[src/sv/lpg_pkg.sv]
// Package for the line pixel generator: command codes and fixed sizes.
// Depends on nothing; every other file of the block but lpg_if imports it.
package lpg_pkg;

    // Command codes carried in the opcode field
    typedef enum logic {
        OP_START = 1'b0,
        OP_STEP  = 1'b1
    } lpg_op_t;

    // Depth of the command queue between front and back end
    localparam int QUEUE_DEPTH = 2;

endpackage

[src/sv/lpg_if.sv]
// Channel interfaces of the line pixel generator: command in, pixel out.
// Depends on nothing; the top level, lpg_front and lpg_back use them.
interface lpg_cmd_if #(parameter int COORD_BITS = 12);
    logic                         valid;
    logic                         ready;
    logic                         opcode;
    logic signed [COORD_BITS-1:0] start_x;
    logic signed [COORD_BITS-1:0] start_y;
    logic signed [COORD_BITS-1:0] stop_x;
    logic signed [COORD_BITS-1:0] stop_y;

    modport source (output valid, opcode, start_x, start_y, stop_x, stop_y, input ready);
    modport sink   (input valid, opcode, start_x, start_y, stop_x, stop_y, output ready);
endinterface

interface lpg_pix_if #(parameter int COORD_BITS = 12);
    logic                         valid;
    logic                         ready;
    logic signed [COORD_BITS-1:0] pixel_x;
    logic signed [COORD_BITS-1:0] pixel_y;
    logic                         last;

    modport source (output valid, pixel_x, pixel_y, last, input ready);
    modport sink   (input valid, pixel_x, pixel_y, last, output ready);
endinterface

[src/sv/line_pixel_generator.sv]
// Line pixel generator top level: front end, command queue and stepper.
// Path: a step command passes the front-end register, the queue and the pixel output register.
// Throughput: one command per cycle while the pixel output is not stalled; the error update of
// the stepper sets that figure, and the queue lets front and back stall on their own.
// Reset: no line running, queue and output register empty.
// Depends on lpg_pkg, lpg_if, lpg_front, lpg_queue and lpg_back.
module line_pixel_generator
    import lpg_pkg::*;
#(
    parameter int COORD_BITS = 12
)
(
    input  logic      clk,
    input  logic      rst_n,
    lpg_cmd_if.sink   cmd,
    lpg_pix_if.source pix
);

    localparam int ENTRY_BITS = 5 * COORD_BITS + 3;

    logic                  push, full, pop, head_valid;
    logic [ENTRY_BITS-1:0] push_data, head_data;

    // Accept and classify commands
    lpg_front #(
        .COORD_BITS (COORD_BITS),
        .ENTRY_BITS (ENTRY_BITS)
    ) u_front (
        .clk       (clk),
        .rst_n     (rst_n),
        .cmd       (cmd),
        .push      (push),
        .push_data (push_data),
        .full      (full)
    );

    // Buffer prepared commands
    lpg_queue #(
        .WIDTH (ENTRY_BITS)
    ) u_queue (
        .clk        (clk),
        .rst_n      (rst_n),
        .push       (push),
        .push_data  (push_data),
        .full       (full),
        .pop        (pop),
        .head_valid (head_valid),
        .head_data  (head_data)
    );

    // Step the line and present pixels
    lpg_back #(
        .COORD_BITS (COORD_BITS),
        .ENTRY_BITS (ENTRY_BITS)
    ) u_back (
        .clk        (clk),
        .rst_n      (rst_n),
        .head_valid (head_valid),
        .head_data  (head_data),
        .pop        (pop),
        .pix        (pix)
    );

endmodule

[src/sv/lpg_front.sv]
// Front end: accepts commands, classifies steep lines and prepares line setup.
// Depends on lpg_pkg and lpg_cmd_if; feeds lpg_queue.
module lpg_front
    import lpg_pkg::*;
#(
    parameter int COORD_BITS = 12,
    parameter int ENTRY_BITS = 5 * COORD_BITS + 3
)
(
    input  logic                  clk,
    input  logic                  rst_n,
    lpg_cmd_if.sink               cmd,
    output logic                  push,
    output logic [ENTRY_BITS-1:0] push_data,
    input  logic                  full
);

    localparam int CB = COORD_BITS;

    logic                 valid_reg;
    logic                 op_reg;
    logic                 steep_reg;
    logic signed [CB-1:0] a_maj_reg, a_min_reg, b_maj_reg, b_min_reg;

    logic signed [CB:0]   dx, dy;
    logic        [CB-1:0] adx, ady;
    logic                 steep_next;
    logic                 advance;

    // Spans of the two axes and the steepness decision
    always_comb
    begin
        dx = $signed({cmd.stop_x[CB-1], cmd.stop_x}) - $signed({cmd.start_x[CB-1], cmd.start_x});
        dy = $signed({cmd.stop_y[CB-1], cmd.stop_y}) - $signed({cmd.start_y[CB-1], cmd.start_y});
        adx = dx[CB] ? CB'(-dx) : dx[CB-1:0];
        ady = dy[CB] ? CB'(-dy) : dy[CB-1:0];
        steep_next = ady > adx;
    end

    // Move on when the stage is empty or its item goes into the queue
    assign advance   = !valid_reg || !full;
    assign cmd.ready = advance;

    always_ff @(posedge clk or negedge rst_n)
    begin
        if (!rst_n)
        begin
            valid_reg <= 1'b0;
        end
        else if (advance)
        begin
            valid_reg <= cmd.valid;
        end
    end

    // Hold the axis-ordered endpoints
    always_ff @(posedge clk)
    begin
        if (advance && cmd.valid)
        begin
            op_reg    <= cmd.opcode;
            steep_reg <= steep_next;
            a_maj_reg <= steep_next ? cmd.start_y : cmd.start_x;
            a_min_reg <= steep_next ? cmd.start_x : cmd.start_y;
            b_maj_reg <= steep_next ? cmd.stop_y  : cmd.stop_x;
            b_min_reg <= steep_next ? cmd.stop_x  : cmd.stop_y;
        end
    end

    // Order endpoints by major coordinate and derive spans and direction
    logic signed [CB:0]   d_maj, d_min;
    logic                 swap;
    logic        [CB-1:0] major_span, minor_span;
    logic signed [CB-1:0] major_pos, major_end, minor_pos;
    logic                 minor_dir;

    always_comb
    begin
        d_maj = $signed({b_maj_reg[CB-1], b_maj_reg}) - $signed({a_maj_reg[CB-1], a_maj_reg});
        d_min = $signed({b_min_reg[CB-1], b_min_reg}) - $signed({a_min_reg[CB-1], a_min_reg});
        swap  = d_maj[CB];
        major_span = swap ? CB'(-d_maj) : d_maj[CB-1:0];
        minor_span = d_min[CB] ? CB'(-d_min) : d_min[CB-1:0];
        major_pos  = swap ? b_maj_reg : a_maj_reg;
        major_end  = swap ? a_maj_reg : b_maj_reg;
        minor_pos  = swap ? b_min_reg : a_min_reg;
        // minus one unless the far end lies above the near end
        minor_dir  = swap ? !(d_min[CB] && (d_min != '0)) || (d_min == '0)
                          : (d_min[CB] || (d_min == '0));
    end

    assign push      = valid_reg && !full;
    assign push_data = {op_reg, steep_reg, major_pos, major_end, minor_pos, minor_dir,
                        major_span, minor_span};

endmodule

[src/sv/lpg_queue.sv]
// Short command queue that decouples the front end from the pixel stepper.
// Depends on lpg_pkg for its depth.
module lpg_queue
    import lpg_pkg::*;
#(
    parameter int WIDTH = 63
)
(
    input  logic             clk,
    input  logic             rst_n,
    input  logic             push,
    input  logic [WIDTH-1:0] push_data,
    output logic             full,
    input  logic             pop,
    output logic             head_valid,
    output logic [WIDTH-1:0] head_data
);

    localparam int PTR_BITS = (QUEUE_DEPTH > 1) ? $clog2(QUEUE_DEPTH) : 1;
    localparam int CNT_BITS = $clog2(QUEUE_DEPTH + 1);

    logic [WIDTH-1:0]    mem_reg [QUEUE_DEPTH];
    logic [PTR_BITS-1:0] wr_ptr_reg, rd_ptr_reg, wr_ptr_next, rd_ptr_next;
    logic [CNT_BITS-1:0] count_reg, count_next;

    assign full       = (count_reg == CNT_BITS'(QUEUE_DEPTH));
    assign head_valid = (count_reg != '0);
    assign head_data  = mem_reg[rd_ptr_reg];

    // Advance pointers with wrap and track the fill level
    always_comb
    begin
        wr_ptr_next = wr_ptr_reg;
        rd_ptr_next = rd_ptr_reg;
        if (push)
        begin
            wr_ptr_next = (wr_ptr_reg == PTR_BITS'(QUEUE_DEPTH - 1)) ? '0 : wr_ptr_reg + 1'b1;
        end
        if (pop)
        begin
            rd_ptr_next = (rd_ptr_reg == PTR_BITS'(QUEUE_DEPTH - 1)) ? '0 : rd_ptr_reg + 1'b1;
        end
        count_next = count_reg + CNT_BITS'(push) - CNT_BITS'(pop);
    end

    always_ff @(posedge clk or negedge rst_n)
    begin
        if (!rst_n)
        begin
            wr_ptr_reg <= '0;
            rd_ptr_reg <= '0;
            count_reg  <= '0;
        end
        else
        begin
            wr_ptr_reg <= wr_ptr_next;
            rd_ptr_reg <= rd_ptr_next;
            count_reg  <= count_next;
        end
    end

    // Store the incoming entry
    always_ff @(posedge clk)
    begin
        if (push)
        begin
            mem_reg[wr_ptr_reg] <= push_data;
        end
    end

endmodule

[src/sv/lpg_back.sv]
// Back end: runs the Bresenham stepper and holds the pixel output register.
// Depends on lpg_pkg and lpg_pix_if; takes commands from lpg_queue.
module lpg_back
    import lpg_pkg::*;
#(
    parameter int COORD_BITS = 12,
    parameter int ENTRY_BITS = 5 * COORD_BITS + 3
)
(
    input  logic                  clk,
    input  logic                  rst_n,
    input  logic                  head_valid,
    input  logic [ENTRY_BITS-1:0] head_data,
    output logic                  pop,
    lpg_pix_if.source             pix
);

    localparam int CB = COORD_BITS;

    // Unpack the queued command
    logic                 q_op;
    logic                 q_steep;
    logic signed [CB-1:0] q_major_pos, q_major_end, q_minor_pos;
    logic                 q_minor_dir;
    logic        [CB-1:0] q_major_span, q_minor_span;

    assign {q_op, q_steep, q_major_pos, q_major_end, q_minor_pos, q_minor_dir,
            q_major_span, q_minor_span} = head_data;

    logic                 active_reg, active_next;
    logic                 steep_reg;
    logic signed [CB-1:0] major_pos_reg, major_end_reg, minor_pos_reg;
    logic                 minor_dir_reg;
    logic        [CB-1:0] major_span_reg, minor_span_reg;
    logic signed [CB+1:0] err_reg;

    logic                 out_valid_reg, out_valid_next;
    logic signed [CB-1:0] out_x_reg, out_y_reg;
    logic                 out_last_reg;

    logic                 out_free;
    logic                 is_start, is_step, emit;
    logic                 last_pixel;
    logic signed [CB+1:0] err_sub, err_add, err_step;
    logic signed [CB-1:0] minor_step;

    // Take a command whenever the output register can receive a pixel
    assign out_free = !out_valid_reg || pix.ready;
    assign pop      = head_valid && out_free;
    assign is_start = pop && (q_op == OP_START);
    assign is_step  = pop && (q_op == OP_STEP);
    assign emit     = is_step && active_reg;

    // Error update and minor-axis move for one step
    always_comb
    begin
        last_pixel = (major_pos_reg + CB'(1)) == major_end_reg;
        err_sub    = err_reg - $signed({2'b00, minor_span_reg});
        err_add    = err_sub + $signed({2'b00, major_span_reg});
        err_step   = err_sub[CB+1] ? err_add : err_sub;
        minor_step = minor_dir_reg ? minor_pos_reg - CB'(1) : minor_pos_reg + CB'(1);
    end

    // Line-running flag: set by a start with nonzero span, cleared by a start with zero span or after the last pixel
    always_comb
    begin
        active_next = active_reg;
        if (is_start)
        begin
            active_next = (q_major_span != '0);
        end
        else if (emit && last_pixel)
        begin
            active_next = 1'b0;
        end
    end

    // Output register valid: fill on a pixel, drop once transferred
    always_comb
    begin
        out_valid_next = out_valid_reg;
        if (emit)
        begin
            out_valid_next = 1'b1;
        end
        else if (pix.ready)
        begin
            out_valid_next = 1'b0;
        end
    end

    always_ff @(posedge clk or negedge rst_n)
    begin
        if (!rst_n)
        begin
            active_reg    <= 1'b0;
            out_valid_reg <= 1'b0;
        end
        else
        begin
            active_reg    <= active_next;
            out_valid_reg <= out_valid_next;
        end
    end

    // Load line state on a start, advance it on a step
    always_ff @(posedge clk)
    begin
        if (is_start)
        begin
            steep_reg      <= q_steep;
            major_pos_reg  <= q_major_pos;
            major_end_reg  <= q_major_end;
            minor_pos_reg  <= q_minor_pos;
            minor_dir_reg  <= q_minor_dir;
            major_span_reg <= q_major_span;
            minor_span_reg <= q_minor_span;
            err_reg        <= $signed({3'b000, q_major_span[CB-1:1]});
        end
        else if (emit)
        begin
            major_pos_reg <= major_pos_reg + CB'(1);
            err_reg       <= err_step;
            if (err_sub[CB+1])
            begin
                minor_pos_reg <= minor_step;
            end
        end
    end

    // Capture the pixel, swapping axes back for steep lines
    always_ff @(posedge clk)
    begin
        if (emit)
        begin
            out_x_reg    <= steep_reg ? minor_pos_reg : major_pos_reg;
            out_y_reg    <= steep_reg ? major_pos_reg : minor_pos_reg;
            out_last_reg <= last_pixel;
        end
    end

    assign pix.valid   = out_valid_reg;
    assign pix.pixel_x = out_x_reg;
    assign pix.pixel_y = out_y_reg;
    assign pix.last    = out_last_reg;

endmodule
[src/flat_wrapper.sv]
// flat-port wrapper written by rule: the top's interface ports become plain ports
module line_pixel_generator_flat import lpg_pkg::*;
#(
    parameter int COORD_BITS = 12
)
  (clk, rst_n, cmd_valid, cmd_opcode, cmd_start_x, cmd_start_y, cmd_stop_x, cmd_stop_y, cmd_ready, pix_valid, pix_pixel_x, pix_pixel_y, pix_last, pix_ready);
  lpg_cmd_if #(.COORD_BITS(COORD_BITS)) cmd_i ();
  lpg_pix_if #(.COORD_BITS(COORD_BITS)) pix_i ();
  input  logic clk;
  input  logic rst_n;
  input wire logic [$bits(cmd_i.valid)-1:0] cmd_valid;
  input wire logic [$bits(cmd_i.opcode)-1:0] cmd_opcode;
  input wire logic [$bits(cmd_i.start_x)-1:0] cmd_start_x;
  input wire logic [$bits(cmd_i.start_y)-1:0] cmd_start_y;
  input wire logic [$bits(cmd_i.stop_x)-1:0] cmd_stop_x;
  input wire logic [$bits(cmd_i.stop_y)-1:0] cmd_stop_y;
  output wire logic [$bits(cmd_i.ready)-1:0] cmd_ready;
  output wire logic [$bits(pix_i.valid)-1:0] pix_valid;
  output wire logic [$bits(pix_i.pixel_x)-1:0] pix_pixel_x;
  output wire logic [$bits(pix_i.pixel_y)-1:0] pix_pixel_y;
  output wire logic [$bits(pix_i.last)-1:0] pix_last;
  input wire logic [$bits(pix_i.ready)-1:0] pix_ready;
  assign cmd_i.valid = cmd_valid;
  assign cmd_i.opcode = cmd_opcode;
  assign cmd_i.start_x = cmd_start_x;
  assign cmd_i.start_y = cmd_start_y;
  assign cmd_i.stop_x = cmd_stop_x;
  assign cmd_i.stop_y = cmd_stop_y;
  assign cmd_ready = cmd_i.ready;
  assign pix_valid = pix_i.valid;
  assign pix_pixel_x = pix_i.pixel_x;
  assign pix_pixel_y = pix_i.pixel_y;
  assign pix_last = pix_i.last;
  assign pix_i.ready = pix_ready;
  line_pixel_generator #(.COORD_BITS(COORD_BITS)) u_core (.clk(clk), .rst_n(rst_n), .cmd(cmd_i), .pix(pix_i));
endmodule
[config.mk]
export PLATFORM = sky130hd
export DESIGN_NAME = line_pixel_generator_flat
export DESIGN_NICKNAME = d
export VERILOG_FILES = /design/src/sv/lpg_pkg.sv /design/src/sv/lpg_if.sv /design/src/sv/line_pixel_generator.sv /design/src/sv/lpg_front.sv /design/src/sv/lpg_queue.sv /design/src/sv/lpg_back.sv /design/src/flat_wrapper.sv
export SDC_FILE = /design/constraint.sdc
export NUM_CORES = 1
export LEC_CHECK = 0
export ABC_AREA = 0
export BUFFER_PORTS_ARGS = -buffer_cell sky130_fd_sc_hd__buf_2
export CAP_MARGIN = 20
export CORE_ASPECT_RATIO = 0.9
export CORE_UTILIZATION = 30
export DETAILED_ROUTE_END_ITERATION = 10
export GPL_TIMING_DRIVEN = 0
export MAX_ROUTING_LAYER = met4
export PLACE_DENSITY_LB_ADDON = 0.12
export SLEW_MARGIN = 20
export SYNTH_ARGS = -nofsm -noshare
export SYNTH_HDL_FRONTEND = slang
export SYNTH_HIERARCHICAL = 1
export SYNTH_SLANG_ARGS = --single-unit
[constraint.sdc]
create_clock -name clk -period 4.3 [get_ports clk]
set_input_delay 0.43 -clock clk [delete_from_list [all_inputs] [get_ports clk]]
set_output_delay 0.43 -clock clk [all_outputs]
set_load 0.03 [all_outputs]
After elaboration in Yosys (flattened, before gate mapping):

Memory sizes are Yosys's and may differ from the RTL's.
Index checks and enable logic that the tools add are counted.

* bits in writable memories: 126
* register bits: 158
* memories kept: 1

* equal/unequal tests: 2
* bitwise operators: 1
* reductions and logical operators: 25
* mux-type cells: 31
* add/subtract/negate cells: 17
* $lt $le $gt $ge: 1

Memory list
* u_core.u_queue.mem_reg: words 2, width 63, rd ports 1, clocked after memory_dff 0, wr ports 1, line lpg_queue.sv:22 `logic [WIDTH-1:0] mem_reg [QUEUE_DEPTH];`

Operator list (number)
* two-way mux 12 bit: 19
* subtractor 12 x 12 -> 13 bit: 4
* negator 12 bit: 4
* adder 12 x 2 -> 12 bit, second input constant: 2
* two-way mux 11 bit: 2
* adder 14 x 13 -> 14 bit: 1
* two-way mux 14 bit: 1
* subtractor 14 x 13 -> 14 bit: 1
* zero test 13 bit: 1
* nonzero test 13 bit: 1
* == test 12 bit: 1
* > comparator 12 bit: 1
* nonzero test 12 bit: 1
* subtractor 12 x 2 -> 12 bit, second input constant: 1
* nonzero test 2 bit: 5
* two-way mux 1 bit: 9
* logical AND 1 bit: 8
* zero test 1 bit: 4
* logical OR 1 bit: 4
* adder 1 bit, second input constant: 2
* adder 2 x 1 -> 2 bit: 1
* == test 2 bit, second input constant: 1
* AND reduction 2 bit: 1
* subtractor 2 x 1 -> 2 bit: 1
* NOT 1 bit: 1

Longest topological paths before layout:

Gate-level depths: netlist (run 1).

* word-level depth: 8
* depth in mapped cells: 23

Cells and area by module:

The synthesis (run 1) kept the hierarchy.

By module, submodules not included
* lpg_front: cells an instance 688, area each 6049.6 µm², instances 1, sequential area each 1526.5 µm²
* lpg_back: cells an instance 530, area each 5883.1 µm², instances 1, sequential area each 3052.9 µm²
* lpg_queue: cells an instance 211, area each 5044.8 µm², instances 1, sequential area each 3883.7 µm²

Worst setup path after synthesis (run 1):

OpenSTA, ideal clock, no wires.

* path kind: in2reg
* from: input cmd_stop_y[0]
* to: register u_core.u_front.a_maj_reg[10] (data pin)
* path slack: -304 ps
* library setup time: 265 ps
* data arrival time: 4340 ps
* stages: 22
* data required time: 4035 ps
* path buffers: 3
* path through: inv_1 -> ha_1 -> fa_1 -> nor2b_1 -> o21ba_2 -> o2111ai_1 -> a31oi_1 -> nor4_1 -> a21oi_1 -> clkbuf_1 -> a31oi_1 -> xnor2_1 -> ha_1 -> a21o_1 -> a21o_1 -> a21oi_1 -> nor2_1 -> a2111oi_0 -> nor2_1 -> clkbuf_1 -> buf_2 -> mux2i_1

* cells in the longest elaborated chain, start to end: 5

Ends and longest elaborated chain
* start: declaration: line flat_wrapper.sv:16 `input wire logic [$bits(cmd_i.stop_y)-1:0] cmd_stop_y;`
* subtractor 12 x 12 -> 13 bit (*): line lpg_front.sv:34 `dy = $signed({cmd.stop_y[CB-1], cmd.stop_y}) - $signed({cmd.start_y[CB-1], cmd.start_y});`
* negator 12 bit: line lpg_front.sv:36 `ady = dy[CB] ? CB'(-dy) : dy[CB-1:0];`
* two-way mux 12 bit (*): line lpg_front.sv:36
* > comparator 12 bit (*): line lpg_front.sv:37 `steep_next = ady > adx;`
* two-way mux 12 bit (*): line lpg_front.sv:63 `a_maj_reg <= steep_next ? cmd.start_y : cmd.start_x;`
* end signal: assignment: line lpg_front.sv:63
* end: declaration: line lpg_front.sv:23 `logic signed [CB-1:0] a_maj_reg, a_min_reg, b_maj_reg, b_min_reg;`

Mark *: on every way between the ends. The rest lies on a longest branch, timed or not.
A chain may end at the register's enable or synchronous reset.

Worst setup path in the final report (run 1):

* from: input cmd_start_x[2]
* to: register u_core.u_front.a_maj_reg[6] (data pin)

* cells in the longest elaborated chain, start to end: 5

Ends and longest elaborated chain
* start: declaration: line flat_wrapper.sv:13 `input wire logic [$bits(cmd_i.start_x)-1:0] cmd_start_x;`
* subtractor 12 x 12 -> 13 bit (*): line lpg_front.sv:33 `dx = $signed({cmd.stop_x[CB-1], cmd.stop_x}) - $signed({cmd.start_x[CB-1], cmd.start_x});`
* negator 12 bit: line lpg_front.sv:35 `adx = dx[CB] ? CB'(-dx) : dx[CB-1:0];`
* two-way mux 12 bit (*): line lpg_front.sv:35
* > comparator 12 bit (*): line lpg_front.sv:37
* two-way mux 12 bit (*): line lpg_front.sv:63

Marked as above.

==> flow_summary.ini, run 1 <==
[floorplanning]
die_width_um = 252.8
num_rows = 82
start_util_pct = 30.42
ios = 80
die-area_um2 = 57550
die_h_um = 227.7
design.core.area_um2 = 55810

[placement]
place.gp.congestion = 0.8219
port_buffers = 79
place_inst = 2269
dp_hpwl_mm = 32.35
place_ws_ns = -1.003

[timing]
slew_violations = 0
fin_crit_sh_pct = 96.79
hold_viol = 0
setup_viol = 0
clock-skew-final_ns = 0.01364
fin_ws_ns = 0.1382
tightest_slew_ns = 0.9987
worst_slew_margin_rel_pct = 33.34
fmax_ghz = 0.2403
min_period_ns = 4.162
holdWs_ns = 0.06590

[clock_tree]
cts_max_level = 2
cts.sinks = 284
cts_buffer_depth = 3
numCtsBuffers = 35
clock_latency_ns = 0.54
cts_tree = done
path_clk_slew_ns = 0.06
root_buffer = clkbuf_16

[yosys]
yosysTopAreaCell = edfxtp_1
syn_area_per_cell_um2 = 11.88
synth.top_cell.area_share_pct = 48.46
ys_seq_elements = 284
ys_types = 76
syn_inst = 1429
yosysMostFrequentCell = edfxtp_1
yosys_warnings = 6
synthTopCellsByCount = 274 x edfxtp_1, 102 x ha_1, 101 x a21oi_1
synth_area_um2 = 16980
synthFlopType = edfxtp_1
yosys-top-cells-area = edfxtp_1 48%, ha_1 7.5%, mux2_4 5.2%
syn_nets = 1591
seq_area_frac_synth_pct = 49.85
synth_edf_count = 274
synthArstFlopShare_pct = 2.465

[critical_path]
critPathArrivalTime_ns = 4.43
r2r-start = u_core/u_front/b_maj_reg[0]$_DFFE_PP_
endpoint_kind = flop
path_class = in2reg
start_kind = primary input
path_max_fanout = 10
required_ns = 4.57
crit_start = cmd_start_x[2]

[hold_path]
hp-start = cmd_opcode
min_path_type = in2reg

[grt]
grt_pass1_wl_mm = 64.06
grtUsageTotal_pct = 15.24
antenna_found_initial = 0
grt_max_degree = 51
first_global_vias = 10800
overflow = 0

[finish]
area_growth_pct = 16.95
diodes = 0
drive_gt1_share_pct = 22.12
largest_reg_flops = 126
nNetsFinal = 1720
finalNonFillerCells = 2338
utilization_pct = 35.57

[run_status]
status = finished clean

[detailed_routing]
drcViolationCount = 0
dr.first_iter.drc_count = 502
routed-via-count = 11050
ant_nets = 0
via_per_inst = 4.726
totalWireLength_mm = 42.61
routedWlPerCell_um = 18.23
firstDrtPassIters = 6

[job]
cap_violations = 0
## path summary, 6_finish.rpt
path / slack (ns) / cells past startpoint / to
min: 0.07 / 1 / u_core/u_front/op_reg$_DFFE_PP_
min in group asynchronous: 0.25 / 2 / u_core/u_back/pix.valid$_DFFE_PN0P_
max in group asynchronous: 3.88 / 2 / u_core/u_front/valid_reg$_DFFE_PN0N_
max: 0.14 / 23 / u_core/u_front/a_maj_reg[6]$_DFFE_PP_
min reg2reg: 0.49 / 2 / u_core/u_back/pix.valid$_DFFE_PN0P_
max reg2reg: 0.50 / 14 / u_core/u_queue/mem_reg[1][31]$_DFFE_PP_
## repair_timing
action	in CTS	in global routing
cloned	1	0
pin swaps	6	8
resized for setup	24	36
endpoints found under the setup margin	49	53
endpoints found under the hold margin	7	0
setup buffers	4	5
hold buffers	1	0
## per-layer routing
metal  GRT usage [%]  part of all wire, %  up-vias
met5               -                    0        -
met4           4.027                  2.0        0
met3           2.175                  3.2       54
met2           24.10                   46      182
met1           20.45                   49     5295
li1                -                    -     5519
## area by class of cell
cell class	count	area (um^2)
plain buffers	49	376.6
clock buffers	45	934.6
clock inverters	16	121.4
fillers	5572	35960
inverters	100	375.4
multi-input cells	993	8059
flip-flops and latches	284	8463
well taps	756	945.9
repair buffers	95	579.3
## worst max-delay path, cell delays in order
cell,delay [ns]
buf_2,0.08
inv_1,0.07
ha_1,0.39
nand2b_1,0.15
a21oi_2,0.08
or3_1,0.37
a41o_1,0.25
a21oi_2,0.20
a21boi_2,0.10
clkbuf_8,0.17
a21oi_2,0.11
xor2_1,0.19
ha_1,0.27
a21o_1,0.19
a21o_1,0.18
a21oi_2,0.14
nor2_1,0.07
a2111oi_4,0.28
nor2_2,0.08
buf_4,0.14
clkbuf_8,0.16
buf_6,0.17
mux2i_1,0.15
## logic make-up (layout without fill, tap and decap cells)
| group | Yosys count | count (layout) | synth area share (%) |
|---|---|---|---|
| mux | 155 | 155 | 11.32 |
| compound gates | 301 | 301 | 11.07 |
| buf+inv | 152 | 305 | 4.142 |
| flops | 284 | 284 | 49.85 |
| fa+ha+maj | 109 | 109 | 8.342 |
| simple gates | 300 | 300 | 8.586 |
| xor+xnor | 128 | 128 | 6.692 |
## metrics by stage
stage | setup TNS (ns) | area (um^2)
floorplan | 0 | 17000
finish | 0 | 19860
global placement | -182.10 | 18340
detailed placement | -43.31 | 18460
global route | -0.1463 | 19860
CTS | 0 | 19640
## cell usage in the layout (no fill, tap or decap), drive strengths merged, types with 25 or more instances in the layout
cell / instances
a21o: 25
a21oi: 103
buf: 118
clkbuf: 70
edfxtp: 274
ha: 102
inv: 101
mux2: 119
mux2i: 36
nand2: 81
nor2: 84
o21ai: 85
xnor2: 84
xor2: 43
Power of run 1 is left out: the tool's default activity adds up to more than one toggle a clock period on the data nets, which glitch-free logic cannot reach.
==> run 2, diff against run 1 <==
--- a/config.mk
+++ b/config.mk
@@ -6,6 +6,7 @@
 export NUM_CORES = 1
 export LEC_CHECK = 0
 export ABC_AREA = 0
+export ABC_CLOCK_PERIOD_IN_PS = 4200
 export BUFFER_PORTS_ARGS = -buffer_cell sky130_fd_sc_hd__buf_2
 export CAP_MARGIN = 20
 export CORE_ASPECT_RATIO = 0.9
==> constraint.sdc (replaced) <==
create_clock -name clk -period 4.2 [get_ports clk]
set_input_delay 0.42 -clock clk [delete_from_list [all_inputs] [get_ports clk]]
set_output_delay 0.42 -clock clk [all_outputs]
set_load 0.03 [all_outputs]
==> flow_summary.ini, run 2 (synthesis results as in run 1) <==
[placement]
place.gp.congestion = 0.8392
port_buffers = 79
place_ws_ns = -1.046
dp_hpwl_mm = 32.71

[detailed_routing]
firstDrtPassIters = 5
routed-via-count = 11200
ant_nets = 0
dr.first_iter.drc_count = 552
routedWlPerCell_um = 18.39
totalWireLength_mm = 43.24
via_per_inst = 4.763
drcViolationCount = 0

[timing]
fin_ws_ns = 0.1438
fmax_ghz = 0.2465
setup_viol = 0
min_period_ns = 4.056
worst_slew_margin_rel_pct = 32.47
tightest_slew_ns = 1.012
hold_viol = 0
fin_crit_sh_pct = 96.58
setup_tns_ns = 0
slew_violations = 0
clock-skew-final_ns = 0.02122

[floorplanning]
die_width_um = 252.8
die-area_um2 = 57550
design.core.area_um2 = 55810
num_rows = 82
start_util_pct = 30.42
ios = 80
die_h_um = 227.7

[finish]
diodes = 0
largest_reg_flops = 126
final_cell_mix = 274 x edfxtp_1, 97 x inv_1, 95 x a21oi_1
drive_gt1_share_pct = 23.70
mostFrequentLayoutCell = edfxtp_1
area_growth_pct = 18.90
nNetsFinal = 1733
fillers = 5590
utilization_pct = 36.17

[critical_path]
r2r-start = u_core/u_front/b_maj_reg[0]$_DFFE_PP_
start_kind = primary input
r2r_slack_ns = 0.39
critPathArrivalTime_ns = 4.32
rr_worst_depth = 14
path_max_fanout = 9
required_ns = 4.47
endpoint_kind = flop
timing.rr.end = u_core/u_queue/mem_reg[0][31]$_DFFE_PP_
path_class = in2reg

[run_status]
status = finished clean

[clock_tree]
path_clk_slew_ns = 0.06
numCtsBuffers = 35
cts.sinks = 284
root_buffer = clkbuf_16
cts_max_level = 2
cts_buffer_depth = 3
clock_latency_ns = 0.54
cts_tree = done

[grt]
first_global_vias = 11050
grt_max_degree = 51
overflow = 0
grt_pass1_wl_mm = 65.41
antenna_found_initial = 0
grtUsageTotal_pct = 15.54

[job]
cap_violations = 0

[hold_path]
hp-start = cmd_opcode
hold_path_end = u_core/u_front/op_reg$_DFFE_PP_
min_path_type = in2reg
min_path_cells = 1
-- run 2: cell types whose count changed in the layout (fill, tap and decap cells not counted), moves of 3 or more --
cell and change:
buf_4 +6, buf_6 +5, ha_1 -4, a31oi_4 +3
clkinv_2 +3, ha_2 +3
-- run 2: how the worst max path moves through the flow --
stage	startpoint	to	slack (ns)	cells after the start
6_report	cmd_start_y[4]	u_core/u_front/b_maj_reg[10]$_DFFE_PP_	0.14	23
5_1_grt	cmd_start_y[4]	u_core/u_front/b_maj_reg[10]$_DFFE_PP_	-0.02	22
4_1_cts	cmd_start_y[4]	u_core/u_front/b_min_reg[8]$_DFFE_PP_	0.0002	22
3_5_place_dp	cmd_start_y[5]	u_core/u_front/b_min_reg[1]$_DFFE_PP_	-1.05	22
3_3_place_gp	u_core/u_queue/count_reg[1]$_DFF_PN0_	u_core/u_queue/mem_reg[0][3]$_DFFE_PP_	-1.96	3
2_1_floorplan	cmd_stop_x[0]	u_core/u_front/b_maj_reg[10]$_DFFE_PP_	0.0006	21
-- run 2: routing by layer --
metal	track usage [%]	vias to the layer above	part of all wire, %
li1	-	5528	-
met3	2.278	73	3.4
met4	5.748	0	3.0
met2	23.99	193	45
met5	-	-	0
met1	20.68	5403	48
-- run 2: stage by stage --
step                      instances  hold WS (ns)  area (um^2)
after global routing           2351       0.03933        20190
after detailed placement       2269        0.2680        18510
after floorplan                1429        0.1244        17050
final                          2351       0.06877        20190
after CTS                      2342       0.02765        19890
after global placement         2264        0.2715        18390
-- run 2: cell type report --
cell class	instances	area, um^2	share of cell area, %
Multi-Input combinational cell	993	8197	40.60
Clock buffer	44	919.6	4.556
Buffer	50	409.1	2.027
Tap cell	756	945.9	4.686
Inverter	100	382.9	1.897
Timing Repair Buffer	107	730.7	3.620
Clock inverter	17	138.9	0.6880
Sequential cell	284	8463	41.92
-- run 2: worst max-delay path: stages --
cell and delay (ns):
buf_2 0.08, inv_1 0.07, ha_1 0.30, buf_6 0.14, nand3_2 0.11, o21ba_4 0.29
o2111ai_4 0.15, a31oi_4 0.21, nor4_2 0.06, a21oi_2 0.20, buf_6 0.16, mux2i_2 0.21
ha_1 0.26, nor2b_1 0.13, o21ai_1 0.11, nand2b_1 0.08, a21oi_2 0.18, nor3_2 0.08
a2111oi_4 0.37, nor2_4 0.09, buf_6 0.14, clkbuf_16 0.16, mux2_4 0.30
-- run 2: timing repair --
item	4_1_cts	5_1_grt
pin swaps	19	27
hold buffers	1	0
resized for setup	42	47
endpoints found under the hold margin	7	0
setup endpoints to repair	49	55
gates cloned	3	1
buffers inserted	10	8
Power of run 2 is left out for the same reason.
